$ cat src/sv/spr_pkg.sv
// Shared types, widths, codes and the sine-squared threshold table.
package spr_pkg;

  localparam int COORD_BITS = 12;
  localparam int DIFF_W     = COORD_BITS + 1;       // signed coordinate difference
  localparam int PROD_W     = 2 * DIFF_W;           // signed product of two differences
  localparam int SUM_W      = PROD_W + 1;           // signed cross / dot sums
  localparam int NORM_W     = 2 * COORD_BITS + 1;   // squared lengths and magnitudes
  localparam int Q          = 30;                   // fraction bits of the sine table
  localparam int SIN_W      = 30;
  localparam int WIDE_W     = 2 * NORM_W + SIN_W;   // scaled products for angle tests
  localparam int ATOL_W     = 6;
  localparam int LTOL_W     = 12;
  localparam int T2_W       = 2 * LTOL_W;
  localparam int LCMP_W     = 2 * NORM_W + 2;
  localparam int ADDR_W     = 3;
  localparam int DATA_W     = 32;
  localparam int SIN_TERMS  = 7;
  localparam int SIN_DEPTH  = 2 ** ATOL_W;
  localparam logic [63:0] DEG_Q30 = 64'd18740330;

  localparam logic [ATOL_W-1:0] ANGLE_TOL_RESET = ATOL_W'(5);
  localparam logic [LTOL_W-1:0] LEN_TOL_RESET   = LTOL_W'(5);

  // register index, taken from paddr[2]
  localparam logic REG_ANGLE_TOL = 1'b0;
  localparam logic REG_LEN_TOL   = 1'b1;

  typedef enum logic [2:0] {
    REL_PARALLEL = 3'd0,
    REL_RIGHT    = 3'd1,
    REL_ACUTE    = 3'd2,
    REL_OBTUSE   = 3'd3,
    REL_NO_MEET  = 3'd4
  } rel_t;

  typedef struct packed {
    rel_t relation;
    logic lengths_equal;
  } result_t;

  typedef struct packed {
    logic zero_len;
    logic meet;
    logic side_zero;
    logic side_neg;
    logic dot_zero;
    logic dot_neg;
  } geo_flags_t;

  typedef logic [SIN_W-1:0] sin2_tab_t [SIN_DEPTH];

  // sin^2 of each whole degree in Q30, Taylor series up to x^15
  function automatic sin2_tab_t sin2_table();
    sin2_tab_t   tab;
    logic [63:0] x;
    logic [63:0] x2;
    logic [63:0] term;
    logic [63:0] s;
    longint      sum;
    int          d;
    int          k;
    for (d = 0; d < SIN_DEPTH; d++) begin
      x    = 64'(d) * DEG_Q30;
      x2   = (x * x) >> Q;
      term = x;
      sum  = longint'(x);
      for (k = 1; k <= SIN_TERMS; k++) begin
        term = ((term * x2) >> Q) / 64'((2 * k) * (2 * k + 1));
        if (k % 2 == 1) begin
          sum = sum - longint'(term);
        end else begin
          sum = sum + longint'(term);
        end
      end
      s      = (sum < 0) ? 64'd0 : 64'(sum);
      tab[d] = SIN_W'((s * s) >> Q);
    end
    return tab;
  endfunction

endpackage

$ cat src/sv/spr_result_if.sv
// Handshake channel carrying one classification result.
interface spr_result_if;
  logic       valid;
  logic       ready;
  logic [2:0] relation;
  logic       lengths_equal;

  modport source (output valid, relation, lengths_equal, input ready);
  modport sink (input valid, relation, lengths_equal, output ready);
endinterface

$ cat src/sv/spr_skid.sv
// Output register with a spare entry so the pipeline stalls only on a registered flag.
module spr_skid (
  input  logic             clk,
  input  logic             rst,
  input  logic             load,
  input  spr_pkg::result_t data,
  output logic             ready,
  spr_result_if.source     result
);

  logic             out_valid;
  spr_pkg::result_t out_data;
  logic             spare_valid;
  spr_pkg::result_t spare;
  logic             take;

  assign take  = out_valid & result.ready;
  assign ready = ~spare_valid;

  assign result.valid         = out_valid;
  assign result.relation      = out_data.relation;
  assign result.lengths_equal = out_data.lengths_equal;

  always_ff @(posedge clk) begin
    if (rst) begin
      out_valid   <= 1'b0;
      spare_valid <= 1'b0;
    end else if (spare_valid) begin
      if (take) begin
        out_data    <= spare;
        spare_valid <= 1'b0;
      end
    end else if (load) begin
      if (!out_valid || take) begin
        out_data  <= data;
        out_valid <= 1'b1;
      end else begin
        // hold the beat aside while the output waits
        spare       <= data;
        spare_valid <= 1'b1;
      end
    end else if (take) begin
      out_valid <= 1'b0;
    end
  end

endmodule

$ cat src/flat_wrapper.sv
// flat-port wrapper written by rule: the top's interface ports become plain ports
module spr_skid_flat 
  (clk, rst, load, data, ready, result_valid, result_relation, result_lengths_equal, result_ready);
  spr_result_if result_i ();
  input  logic clk;
  input  logic rst;
  input  logic load;
  input  spr_pkg::result_t data;
  output logic ready;
  output wire logic [$bits(result_i.valid)-1:0] result_valid;
  output wire logic [$bits(result_i.relation)-1:0] result_relation;
  output wire logic [$bits(result_i.lengths_equal)-1:0] result_lengths_equal;
  input wire logic [$bits(result_i.ready)-1:0] result_ready;
  assign result_valid = result_i.valid;
  assign result_relation = result_i.relation;
  assign result_lengths_equal = result_i.lengths_equal;
  assign result_i.ready = result_ready;
  spr_skid u_core (.clk(clk), .rst(rst), .load(load), .data(data), .ready(ready), .result(result_i));
endmodule
$ cat config.mk
export PLATFORM = sky130hd
export DESIGN_NAME = spr_skid_flat
export DESIGN_NICKNAME = d
export VERILOG_FILES = /design/src/sv/spr_pkg.sv /design/src/sv/spr_result_if.sv /design/src/sv/spr_skid.sv /design/src/flat_wrapper.sv
export SDC_FILE = /design/constraint.sdc
export NUM_CORES = 1
export LEC_CHECK = 0
export ABC_AREA = 1
export BUFFER_PORTS_ARGS = -buffer_cell sky130_fd_sc_hd__buf_2
export CORE_MARGIN = 4
export CORE_UTILIZATION = 29
export CTS_BUF_LIST = sky130_fd_sc_hd__clkbuf_8
export DETAILED_ROUTE_END_ITERATION = 10
export PLACE_DENSITY = 0.56
export SLEW_MARGIN = 10
export SYNTH_ARGS = -nofsm -noshare
export SYNTH_HDL_FRONTEND = slang
export SYNTH_SLANG_ARGS = --single-unit
$ cat constraint.sdc
create_clock -name clk -period 1.2 [get_ports clk]
set_input_delay 0.3 -clock clk [delete_from_list [all_inputs] [get_ports clk]]
set_output_delay 0.3 -clock clk [all_outputs]
set_load 0.005 [all_outputs]
# Word-level counts from Yosys, hierarchy flattened
# Index checks and enable logic that the tools add are counted.
# totals
latchBits	0
ramBits	0
in_bits	8
out_inout_bits	6
memories	0
romBits	0
regBits	10
# op_classes
n_lt_le_gt_ge	0
eq_ne	2
div_mod_pow	0
n_addsub	0
mul	0
muxes	11
n_shift	0
n_reduce_logical	8
bitwise	4
# op_table
cell	n
two-way mux 4 bit	4
AND reduction 4 bit	2
two-way mux 1 bit	7
nonzero test 2 bit	3
inverter 1 bit	3
AND reduction 3 bit	1
inequality test 2 x 1 -> 1 bit (second input constant)	1
inequality test 2 bit (second input constant)	1
bitwise AND 1 bit	1
zero test 1 bit	1
logical OR 1 bit	1

# Logic depth before layout (Yosys ltp)
# Gate-level depths: netlist of the first run.
# logic_depth
word_depth	5
depth_mapped	4
ltp_nobuf	4

# Worst setup path before layout of the first run
# OpenSTA, ideal clock, no wires.
# synth_timing
path_kind	reg-to-reg
start	reg u_core.spare_valid
end	reg u_core.out_data, in the netlist u_core.result.lengths_equal, enable pin
path_slack_ns	0.099
arrival_ns	0.788
n_path_buf	0
stages_incl_launch_ff	5
setup_time_ns	0.313
cell_sequence	dfxtp_1 inv_2 nand2_2 nand2_2 nor2_2
# synth_between
elab_chain_cells	2
word_cells_on_any_way	4
# synth_rtl
item	line	rtl
from (decl)	spr_skid.sv:13	logic spare_valid;
from (signal assigned)	spr_skid.sv:27	spare_valid <= 1'b0;
from (signal assigned)	spr_skid.sv:31	spare_valid <= 1'b0;
from (signal assigned)	spr_skid.sv:40	spare_valid <= 1'b1;
inequality test 2 bit (no source line) or nonzero test 2 bit (tied branches)	--	
AND reduction 4 bit (no source line) (*)	--	
to (signal assigned)	spr_skid.sv:30	out_data <= spare;
to (signal assigned)	spr_skid.sv:35	out_data <= data;
to (decl)	spr_skid.sv:12	spr_pkg::result_t out_data;
# Mark *: on every way between the ends. The rest lies on a longest branch, timed or not.
# A chain may end at the register's enable or synchronous reset.

# Final worst setup path of the first run
# layout_timing
start	reg u_core.spare_valid
end	reg u_core.out_data, in the netlist u_core.result.relation[2], enable pin
# The elaborated chain is that of the path after synthesis.

==> tab_implementation.tex, run 1 <==
\begin{tabular}{lr}
\hline
Metric & Value \\
\hline
\multicolumn{2}{l}{\textbf{Final layout}} \\
Number of cells in the finished layout apart from fillers & 76 \\
Fill cell total of the finished layout & about 140 \\
Area Growth Syn to Fin & 35.06\% \\
Most common cell after layout, fill and taps aside & nand2\_1 \\
Share of post-route cells with drive strength above 1 & 37.70\% \\
Commonest non-fill, non-tap cells in the layout & nand2\_1, buf\_2, edfxtp\_1 \\
Post-layout net count & 70 \\
Number of antenna cells inserted & 0 \\
\multicolumn{2}{l}{\textbf{Synth}} \\
Per-instance average area after synthesis & around 10 µm² \\
Synth Net Count & 50 \\
Number of instances in the synthesized netlist & 42 \\
Largest area contributor in the netlist & edfxtp\_1 \\
Yosys top cell area share & approximately 59\% \\
Count of unique library cells instantiated by Yosys & 10 \\
Synth Register Bits & 10 \\
Warnings, synthesis & 0 \\
Share of synthesized area occupied by flip-flops and latches & around 68\% \\
Biggest area contributors in the synthesized netlist & edfxtp\_1, nand2\_1, dfxtp\_1, nor2\_1, nand2\_2 \\
Mapped Area & 410.4 µm² \\
\multicolumn{2}{l}{\textbf{Drt}} \\
Number of design-rule violations left by the first detailed-router iteration & 1 \\
Routed wire length & about 740 µm \\
Detailed-route via count & 326 \\
Per-cell via count in the routed design & about 4.3 \\
Post-DRT Antenna Nets & 0 \\
Avg WL per Cell & approximately 9.7 µm \\
DR pass1 iterations & 2 \\
Remaining DRCs & 0 \\
\multicolumn{2}{l}{\textbf{Power and ir drop}} \\
Post-route total power & 0.8285 mW \\
Power Dens Cells & 1495 nW/µm² \\
Static leakage & 0.2635 nW \\
Peak supply drop & approximately 0.67 mV \\
\multicolumn{2}{l}{\textbf{Floorplan}} \\
Count of pins on the block boundary & 14 \\
Die extent in y & approximately 46 µm \\
Initial cell density of the core & between 30\% and 40\% \\
Total core area & 1318 µm² \\
Floorplan die width & between 40 and 50 µm \\
Cell Rows & 13 \\
DIE AREA & 2081 µm² \\
\multicolumn{2}{l}{\textbf{STA}} \\
Final critical-path required period & roughly 1.1 ns \\
Final number of max-transition violations & 0 \\
Slew at the pin closest to its max-slew limit & roughly 0.32 ns \\
Worst rel slew slack & 78.60\% \\
RSZ-0062 raised after global routing & no \\
Final WS setup & around 0.08 ns \\
Total Negative Setup Slacks & 0 ns \\
Setup violators final & 0 \\
Highest achievable clock rate & slightly below 0.9 GHz \\
Skew final & 0.006257 ns \\
Final worst path period share & 93.22\% \\
Endpoints failing hold & 0 \\
\multicolumn{2}{l}{\textbf{Clock tree}} \\
Worst-path clk slew & approximately 0.05 ns \\
Cell at the root of the clock tree & clkbuf\_8 \\
TritonCTS clock tree & done \\
Clk buf depth & 2 \\
Hold\_buf cts & 0 \\
Count of cells resized by post-cts repair & 0 \\
Worst skew pair latency & 0.24 ns \\
H-Tree Depth & 1 \\
Post-CTS setup repair buffer count & 0 \\
Count of clock tree sinks & 10 \\
Number of CTS-inserted buffers & 3 \\
\multicolumn{2}{l}{\textbf{Placement}} \\
\# placed instances & between 70 and 80 \\
Pre-CTS setup slack & around 0.069 ns \\
Placer congestion estimate & 0.7067 \\
Half-perimeter wire length after placement & 598.4 µm \\
Port Buffer Count & 13 \\
\multicolumn{2}{l}{\textbf{Global routing}} \\
Antenna violations before repair & 0 \\
Wire length of the first global-routing pass & about 1.1 mm \\
GRT Residual Overflow & 0 \\
Via count of the first global-routing pass & 271 \\
Global router's overall resource usage & 8.713\% \\
Pin count of the biggest net entering global routing & 7 \\
\multicolumn{2}{l}{\textbf{Worst setup path}} \\
Data arrival time of the critical path & roughly 1.0 ns \\
Kind of capture point of the worst setup path & flip-flop \\
Kind of critical path & reg2reg \\
Internal reg-to-reg setup slack & slightly above 0.08 ns \\
Req. time, crit path & 1.12 ns \\
Critical register-to-register path startpoint & u\_core.spare\_valid \\
Maximum fanout along the worst path & 4 \\
Startpoint Class & flip-flop \\
Length in cells of the worst reg-to-reg path & 4 \\
End of the worst register-to-register path & u\_core.result.relation[2] \\
\multicolumn{2}{l}{\textbf{Hold path}} \\
Hold Path Origin & data[3] \\
Hold Path Cell Cnt & 1 \\
Type of the worst min-delay path & in2reg \\
Worst hold endpoint & u\_core.spare[3] \\
\multicolumn{2}{l}{\textbf{Flow run}} \\
Max-cap violations & 0 \\
\multicolumn{2}{l}{\textbf{Run status}} \\
Result of the run & finished clean \\
\hline
\end{tabular}
## cell type report
type	count	area, µm²	share of cell area [%]
Sequential cell	10	280.3	50.56
Multi-Input combinational cell	27	111.4	20.09
Timing Repair Buffer	15	80.08	14.45
Clock buffer	3	41.29	7.449
Inverter	5	18.77	3.386
Tap cell	15	18.77	3.386
Clock inverter	1	3.754	0.6772
## flip-flops by register name, indices dropped and copies added, names as in the netlist
register                     flops
u_core.result.relation           3
u_core.spare_valid               1
u_core.result.lengths_equal      1
u_core.spare                     4
u_core.result.valid              1
## worst max-delay path: stages (launching register included)
cell,delay (ns)
dfxtp_1,0.37
inv_2,0.08
nand2_2,0.08
nand2_2,0.06
nor2_2,0.21
## cells in the mapped netlist
library cell / number
nand2_1: 17
edfxtp_1: 8
nor2_1: 5
inv_1: 3
dfxtp_1: 2
inv_2: 2
nand2_2: 2
nand3_1: 1
nor2_2: 1
o21ai_0: 1
## metal layers
metal  GRT usage, %  wire length (µm)
met1          9.024               311
met2          11.98               323
met3          4.743                71
met4          8.772                29
met5              0                 0
## kinds of logic after synthesis
group	synth area share (%)
flip-flops	68.29
AO/OA/AOI/OAI	1.218
buffers and inverters	4.574
AND/OR/NAND/NOR	25.91
## power breakdown
part	switching, mW	internal (mW)
clock network	0.129	0.224
registers	0.00683	0.393
logic	0.0417	0.0342
## per-stage QoR
stage               util, %  hold slack [ns]  instance area [µm²]
detailed placement    38.65           0.5018                509.2
global route          42.07           0.2591                554.3
global placement      38.65           0.5015                509.2
finish                42.07           0.2556                554.3
floorplan                 -           0.3989                410.4
CTS                   42.07           0.2565                554.3
## worst max-delay path by stage
stage                                    from  cells past startpoint                          end
final                      u_core.spare_valid                      4    u_core.result.relation[2]
after global routing      u_core.result.valid                      4    u_core.result.relation[2]
after floorplan            u_core.spare_valid                      4  u_core.result.lengths_equal
after detailed placement         result_ready                      4              u_core.spare[3]
after CTS                  u_core.spare_valid                      4    u_core.result.relation[2]
after global placement                    rst                      4              u_core.spare[3]
(Power assumes the default switching activity.)
==> run 2: changes to the inputs <==
Clock period 1.2 ns to 1.4 ns, I/O delays scaled along.
==> run 2 against run 1 <==
Net effect:
- core utilization down 1.1 points
- sequential power down 14%
- critical path depth down 2
- hold slack better by 0.056 ns
==> tab_implementation.tex, run 2 (synthesis results as in run 1) <==
\begin{tabular}{lr}
\hline
Metric & Value \\
\hline
\multicolumn{2}{l}{\textbf{Drt}} \\
Remaining DRCs & 0 \\
DR pass1 iterations & 3 \\
Avg WL per Cell & $\sim$9.8 µm \\
Number of design-rule violations left by the first detailed-router iteration & 7 \\
Post-DRT Antenna Nets & 0 \\
Detailed-route via count & 312 \\
Per-cell via count in the routed design & 4.216 \\
Routed wire length & approximately 730 µm \\
\multicolumn{2}{l}{\textbf{Placement}} \\
Port Buffer Count & 13 \\
Placer congestion estimate & a little over 0.7 \\
\# placed instances & 70 \\
Half-perimeter wire length after placement & roughly 560 µm \\
\multicolumn{2}{l}{\textbf{STA}} \\
Total Negative Setup Slacks & 0 ns \\
Slew at the pin closest to its max-slew limit & a little over 0.3 ns \\
Final worst path period share & 92.90\% \\
Worst rel slew slack & 79.13\% \\
Setup violators final & 0 \\
Skew final & $\sim$0.0027 ns \\
Endpoints failing hold & 0 \\
RSZ-0062 raised after global routing & no \\
Final number of max-transition violations & 0 \\
Highest achievable clock rate & slightly below 0.8 GHz \\
Final critical-path required period & approximately 1.3 ns \\
\multicolumn{2}{l}{\textbf{Global routing}} \\
GRT Residual Overflow & 0 \\
Via count of the first global-routing pass & $\sim$280 \\
Antenna violations before repair & 0 \\
Wire length of the first global-routing pass & 1.131 mm \\
Pin count of the biggest net entering global routing & 8 \\
Global router's overall resource usage & approximately 8\% \\
\multicolumn{2}{l}{\textbf{Power and ir drop}} \\
Peak supply drop & 0.5875 mV \\
Static leakage & approximately 0.25 nW \\
Power Dens Cells & between 1000 and 1500 nW/µm² \\
\multicolumn{2}{l}{\textbf{Floorplan}} \\
Total core area & between 1000 and 1500 µm² \\
Die extent in y & $\sim$46 µm \\
Floorplan die width & 45.62 µm \\
Initial cell density of the core & around 31\% \\
Count of pins on the block boundary & 14 \\
DIE AREA & around 2100 µm² \\
Cell Rows & 13 \\
\multicolumn{2}{l}{\textbf{Worst setup path}} \\
Req. time, crit path & $\sim$1.1 ns \\
Startpoint Class & flip-flop \\
Length in cells of the worst reg-to-reg path & 4 \\
Kind of capture point of the worst setup path & output port \\
End of the worst register-to-register path & u\_core.result.relation[1] \\
Maximum fanout along the worst path & 7 \\
Data arrival time of the critical path & 0.95 ns \\
End point of the critical path & ready \\
Critical register-to-register path startpoint & u\_core.spare\_valid \\
Launching instance or port of the critical path & u\_core.spare\_valid \\
Kind of critical path & reg2out \\
Internal reg-to-reg setup slack & between 0.1 and 0.15 ns \\
\multicolumn{2}{l}{\textbf{Clock tree}} \\
Count of clock tree sinks & 10 \\
Worst-path clk slew & 0.05 ns \\
Clk buf depth & 2 \\
Worst skew pair latency & around 0.23 ns \\
Hold\_buf cts & 0 \\
H-Tree Depth & 1 \\
TritonCTS clock tree & done \\
Post-CTS setup repair buffer count & 0 \\
Count of cells resized by post-cts repair & 0 \\
Number of CTS-inserted buffers & 3 \\
Cell at the root of the clock tree & clkbuf\_8 \\
\multicolumn{2}{l}{\textbf{Final layout}} \\
Number of cells in the finished layout apart from fillers & 74 \\
Area Growth Syn to Fin & 31.40\% \\
Largest register FFs & 4 \\
Share of post-route cells with drive strength above 1 & 35.59\% \\
Number of antenna cells inserted & 0 \\
Post-layout net count & between 60 and 70 \\
Most common cell after layout, fill and taps aside & nand2\_1 \\
Commonest non-fill, non-tap cells in the layout & nand2\_1, buf\_2, edfxtp\_1 \\
Register name with the most flops & u\_core.spare \\
\multicolumn{2}{l}{\textbf{Hold path}} \\
Type of the worst min-delay path & in2reg \\
Hold Path Cell Cnt & 1 \\
\multicolumn{2}{l}{\textbf{Run status}} \\
Result of the run & finished clean \\
\multicolumn{2}{l}{\textbf{Flow run}} \\
Max-cap violations & 0 \\
\hline
\end{tabular}
-- run 2: changes by cell type in the layout (fill, tap and decap cells not counted) --
| cell | delta |
|---|---|
| buf_4 | -2 |
| clkinv_1 | +1 |
| inv_1 | -1 |
-- run 2: through the flow --
stage               power, mW  util [%]  hold WS [ns]  instance area (µm²)  worst slack (ns)
floorplan              0.3816         -        0.4489                410.4            0.2989
global placement       0.4106     37.51        0.5108                494.2            0.1430
detailed placement     0.4107     37.51        0.5104                494.2            0.1479
CTS                    0.7125     40.93        0.3083                539.3            0.1005
global route           0.7351     40.93        0.3107                539.3           0.02737
finish                 0.7024     40.93        0.3113                539.3           0.09945
-- run 2: layout make-up --
type,instances,area (µm²)
clock buffer,3,41.29
clock inverter,1,3.754
fill,136,778.2
inverter,5,18.77
multi-input combinational,27,111.4
sequential,10,280.3
tap,15,18.77
timing repair buffer,13,65.06
-- run 2: worst min-delay path by stage --
stage                          startpoint                        end  slack, ns
after floorplan                   data[0]            u_core.spare[0]       0.45
after global placement    u_core.spare[1]  u_core.result.relation[0]       0.51
after detailed placement  u_core.spare[1]  u_core.result.relation[0]       0.51
after CTS                         data[1]            u_core.spare[1]       0.31
after global routing              data[1]            u_core.spare[1]       0.31
final                             data[1]            u_core.spare[1]       0.31
-- run 2: critical path, stage by stage (launching register included) --
cell     delay (ns)
dfxtp_1        0.45
inv_2          0.13
buf_2          0.15
-- run 2: layer usage --
metal  GRT usage [%]  up-vias  wire (µm)
met4           5.263        0          0
met3           2.767        0         63
li1                -      165          -
met1           9.852      136        336
met5               0        -          0
met2           11.42       11        326
-- run 2: power by group --
group          internal, mW  total (mW)  switching (mW)
logic                0.0258      0.0601          0.0343
clock network         0.192       0.298           0.107
registers             0.337       0.344         0.00693
total                 0.555       0.702           0.148
==> run 3: changes to the inputs <==
Settings changed: ABC_AREA 1 to default.
==> run 3 against run 2 <==
Net effect:
- clock power rose by 5%
- critical path type is now reg2reg
- clock-buffer cell count stayed put
- hold slack got worse by 0.012 ns
- die area increased by 3.5%
==> tab_implementation.tex, run 3 <==
\begin{tabular}{lr}
\hline
Metric & Value \\
\hline
\multicolumn{2}{l}{\textbf{Clock tree}} \\
Count of clock tree sinks & 10 \\
Count of cells resized by post-cts repair & 0 \\
Post-CTS setup repair buffer count & 0 \\
TritonCTS clock tree & done \\
H-Tree Depth & 1 \\
Worst-path clk slew & 0.05 ns \\
Worst skew pair latency & about 0.24 ns \\
Cell at the root of the clock tree & clkbuf\_8 \\
Hold\_buf cts & 0 \\
Number of CTS-inserted buffers & 3 \\
Clk buf depth & 2 \\
\multicolumn{2}{l}{\textbf{Placement}} \\
Pre-CTS setup slack & about 0.046 ns \\
Placer congestion estimate & about 0.6 \\
Area post-placement & 515.5 µm² \\
Port Buffer Count & 13 \\
\multicolumn{2}{l}{\textbf{Final layout}} \\
Final instance area & roughly 560 µm² \\
Number of antenna cells inserted & 0 \\
Share of post-route cells with drive strength above 1 & 54.55\% \\
Commonest non-fill, non-tap cells in the layout & buf\_2, edfxtp\_1, clkbuf\_8 \\
Most common cell after layout, fill and taps aside & buf\_2 \\
Register name with the most flops & u\_core.spare \\
Area Growth Syn to Fin & 31.29\% \\
Post-layout net count & 53 \\
Largest register FFs & 4 \\
\multicolumn{2}{l}{\textbf{Worst setup path}} \\
Cells along the critical path & nor2b\_1 -> a2111oi\_4 \\
Req. time, crit path & between 1 and 1.5 ns \\
Kind of capture point of the worst setup path & flip-flop \\
Startpoint Class & flip-flop \\
Maximum fanout along the worst path & 6 \\
CP max-delay cell & a2111oi\_4 \\
Biggest cell delay along the critical path & between 0.4 and 0.5 ns \\
Data arrival time of the critical path & roughly 1.2 ns \\
Kind of critical path & reg2reg \\
\multicolumn{2}{l}{\textbf{STA}} \\
Highest achievable clock rate & about 0.77 GHz \\
Worst rel slew slack & between 70 and 80\% \\
Final WS setup & around 0.094 ns \\
Skew final & roughly 0.0011 ns \\
Final number of max-transition violations & 0 \\
Final worst path period share & between 90\% and 100\% \\
Total Negative Setup Slacks & 0 ns \\
RSZ-0062 raised after global routing & no \\
Final critical-path required period & 1.306 ns \\
Setup violators final & 0 \\
Endpoints failing hold & 0 \\
Slew at the pin closest to its max-slew limit & 0.4081 ns \\
Final worst hold slack & 0.2993 ns \\
\multicolumn{2}{l}{\textbf{Power and ir drop}} \\
Sequential share of power & a little under half \\
Cell internal pwr & approximately 0.57 mW \\
Post-route total power & about 0.73 mW \\
Share of power burned in the clock network & between 40 and 50\% \\
Peak supply drop & around 0.56 mV \\
Power Dens Cells & approximately 1300 nW/µm² \\
Net load switching power & about 0.16 mW \\
Fraction of power spent switching nets & between 20\% and 30\% \\
Combinational Power Share & 9.6\% \\
Static leakage & about 0.21 nW \\
\multicolumn{2}{l}{\textbf{Global routing}} \\
Pin count of the biggest net entering global routing & 8 \\
Global router's overall resource usage & 8.901\% \\
GRT Residual Overflow & 0 \\
Via count of the first global-routing pass & between 200 and 300 \\
Wire length of the first global-routing pass & 1.200 mm \\
Antenna violations before repair & 0 \\
\multicolumn{2}{l}{\textbf{Synth}} \\
Per-instance average area after synthesis & between 15 and 20 µm² \\
Synth Register Bits & 10 \\
Commonest cells in the synthesized netlist & edfxtp\_1, dfxtp\_1, mux2\_1, mux2\_2, nor2b\_1 \\
Synth Flop Type & edfxtp\_1 \\
Leading cell type by number of instances after synthesis & edfxtp\_1 \\
Count of flip-flops with a built-in enable after synthesis & 8 \\
Count of unique library cells instantiated by Yosys & 15 \\
Biggest area contributors in the synthesized netlist & edfxtp\_1, dfxtp\_1, a2111oi\_4, mux2\_1, mux2\_2 \\
Yosys top cell area share & around 56\% \\
Async SR Flop Fraction & 0\% \\
Mapped Area & 427.9 µm² \\
Warnings, synthesis & 0 \\
Synth Net Count & 34 \\
Share of synthesized area occupied by flip-flops and latches & about two thirds \\
Number of instances in the synthesized netlist & 26 \\
Largest area contributor in the netlist & edfxtp\_1 \\
\multicolumn{2}{l}{\textbf{Floorplan}} \\
Floorplan die width & 46.41 µm \\
Count of pins on the block boundary & 14 \\
DIE AREA & 2154 µm² \\
Die extent in y & around 46 µm \\
Total core area & approximately 1400 µm² \\
Initial cell density of the core & a little under a third \\
Cell Rows & 13 \\
\multicolumn{2}{l}{\textbf{Drt}} \\
Detailed-route via count & around 280 \\
Avg WL per Cell & around 14 µm \\
Routed wire length & 799 µm \\
DR pass1 iterations & 3 \\
Remaining DRCs & 0 \\
Post-DRT Antenna Nets & 0 \\
Number of design-rule violations left by the first detailed-router iteration & 2 \\
Per-cell via count in the routed design & between 4 and 5 \\
\multicolumn{2}{l}{\textbf{Run status}} \\
Result of the run & finished clean \\
\multicolumn{2}{l}{\textbf{Hold path}} \\
Type of the worst min-delay path & in2reg \\
\multicolumn{2}{l}{\textbf{Flow run}} \\
Max-cap violations & 0 \\
\hline
\end{tabular}
## run 3: path summary, 6_finish.rpt
path	slack, ns	endpoint	start	depth (start not counted)
setup / recovery	0.09	u_core.result.relation[0]	u_core.result.valid	2
hold / removal	0.30	u_core.spare[0]	data[0]	1
setup reg to reg	0.09	u_core.result.relation[0]	u_core.result.valid	2
hold reg to reg	0.53	u_core.result.valid	u_core.spare_valid	1
## run 3: layer usage
metal	share of wire (%)	global-route usage, %
met1	38	7.692
met5	0	0
met4	1.1	6.818
met3	9.3	4.688
met2	52	15.11
## run 3: power groups by stage
stage | sequential, mW | clock (mW) | combinational [mW]
after global routing | 0.349 | 0.325 | 0.0774
final | 0.347 | 0.313 | 0.0702
after floorplan | 0.350 | 0 | 0.0418
after detailed placement | 0.353 | 0 | 0.0713
after CTS | 0.347 | 0.311 | 0.0718
after global placement | 0.351 | 0 | 0.0686
## run 3: area by class of cell
class	count	area, µm²
sequential	10	281.5
timing repair buffer	15	80.08
multi-input combinational	13	128.9
clock buffer	3	41.29
fill	144	788.3
tap	15	18.77
clock inverter	1	3.754
inverter	2	7.507
## run 3: cells by family (layout without fill, tap and decap cells)
kind of cell / Yosys count / in the layout / synth area share, %
compound gates: 4 / 4 / 11.40
flops: 10 / 10 / 65.50
mux: 4 / 4 / 10.53
simple gates: 5 / 5 / 8.189
buf+inv: 3 / 21 / 4.384
## run 3: per-stage QoR
step | util, % | std cells
2_1_floorplan | - | 26
3_3_place_gp | 38.18 | 55
3_5_place_dp | 38.18 | 55
4_1_cts | 41.52 | 59
5_1_grt | 41.61 | 59
6_report | 41.61 | 59
## run 3: critical path, delay by kind of cell, from the launching register on
| kind | cells | cell delay (ns) |
|---|---|---|
| flip-flops | 1 | 0.34 |
| AND/OR/NAND/NOR | 1 | 0.17 |
| AO/OA/AOI/OAI | 1 | 0.45 |
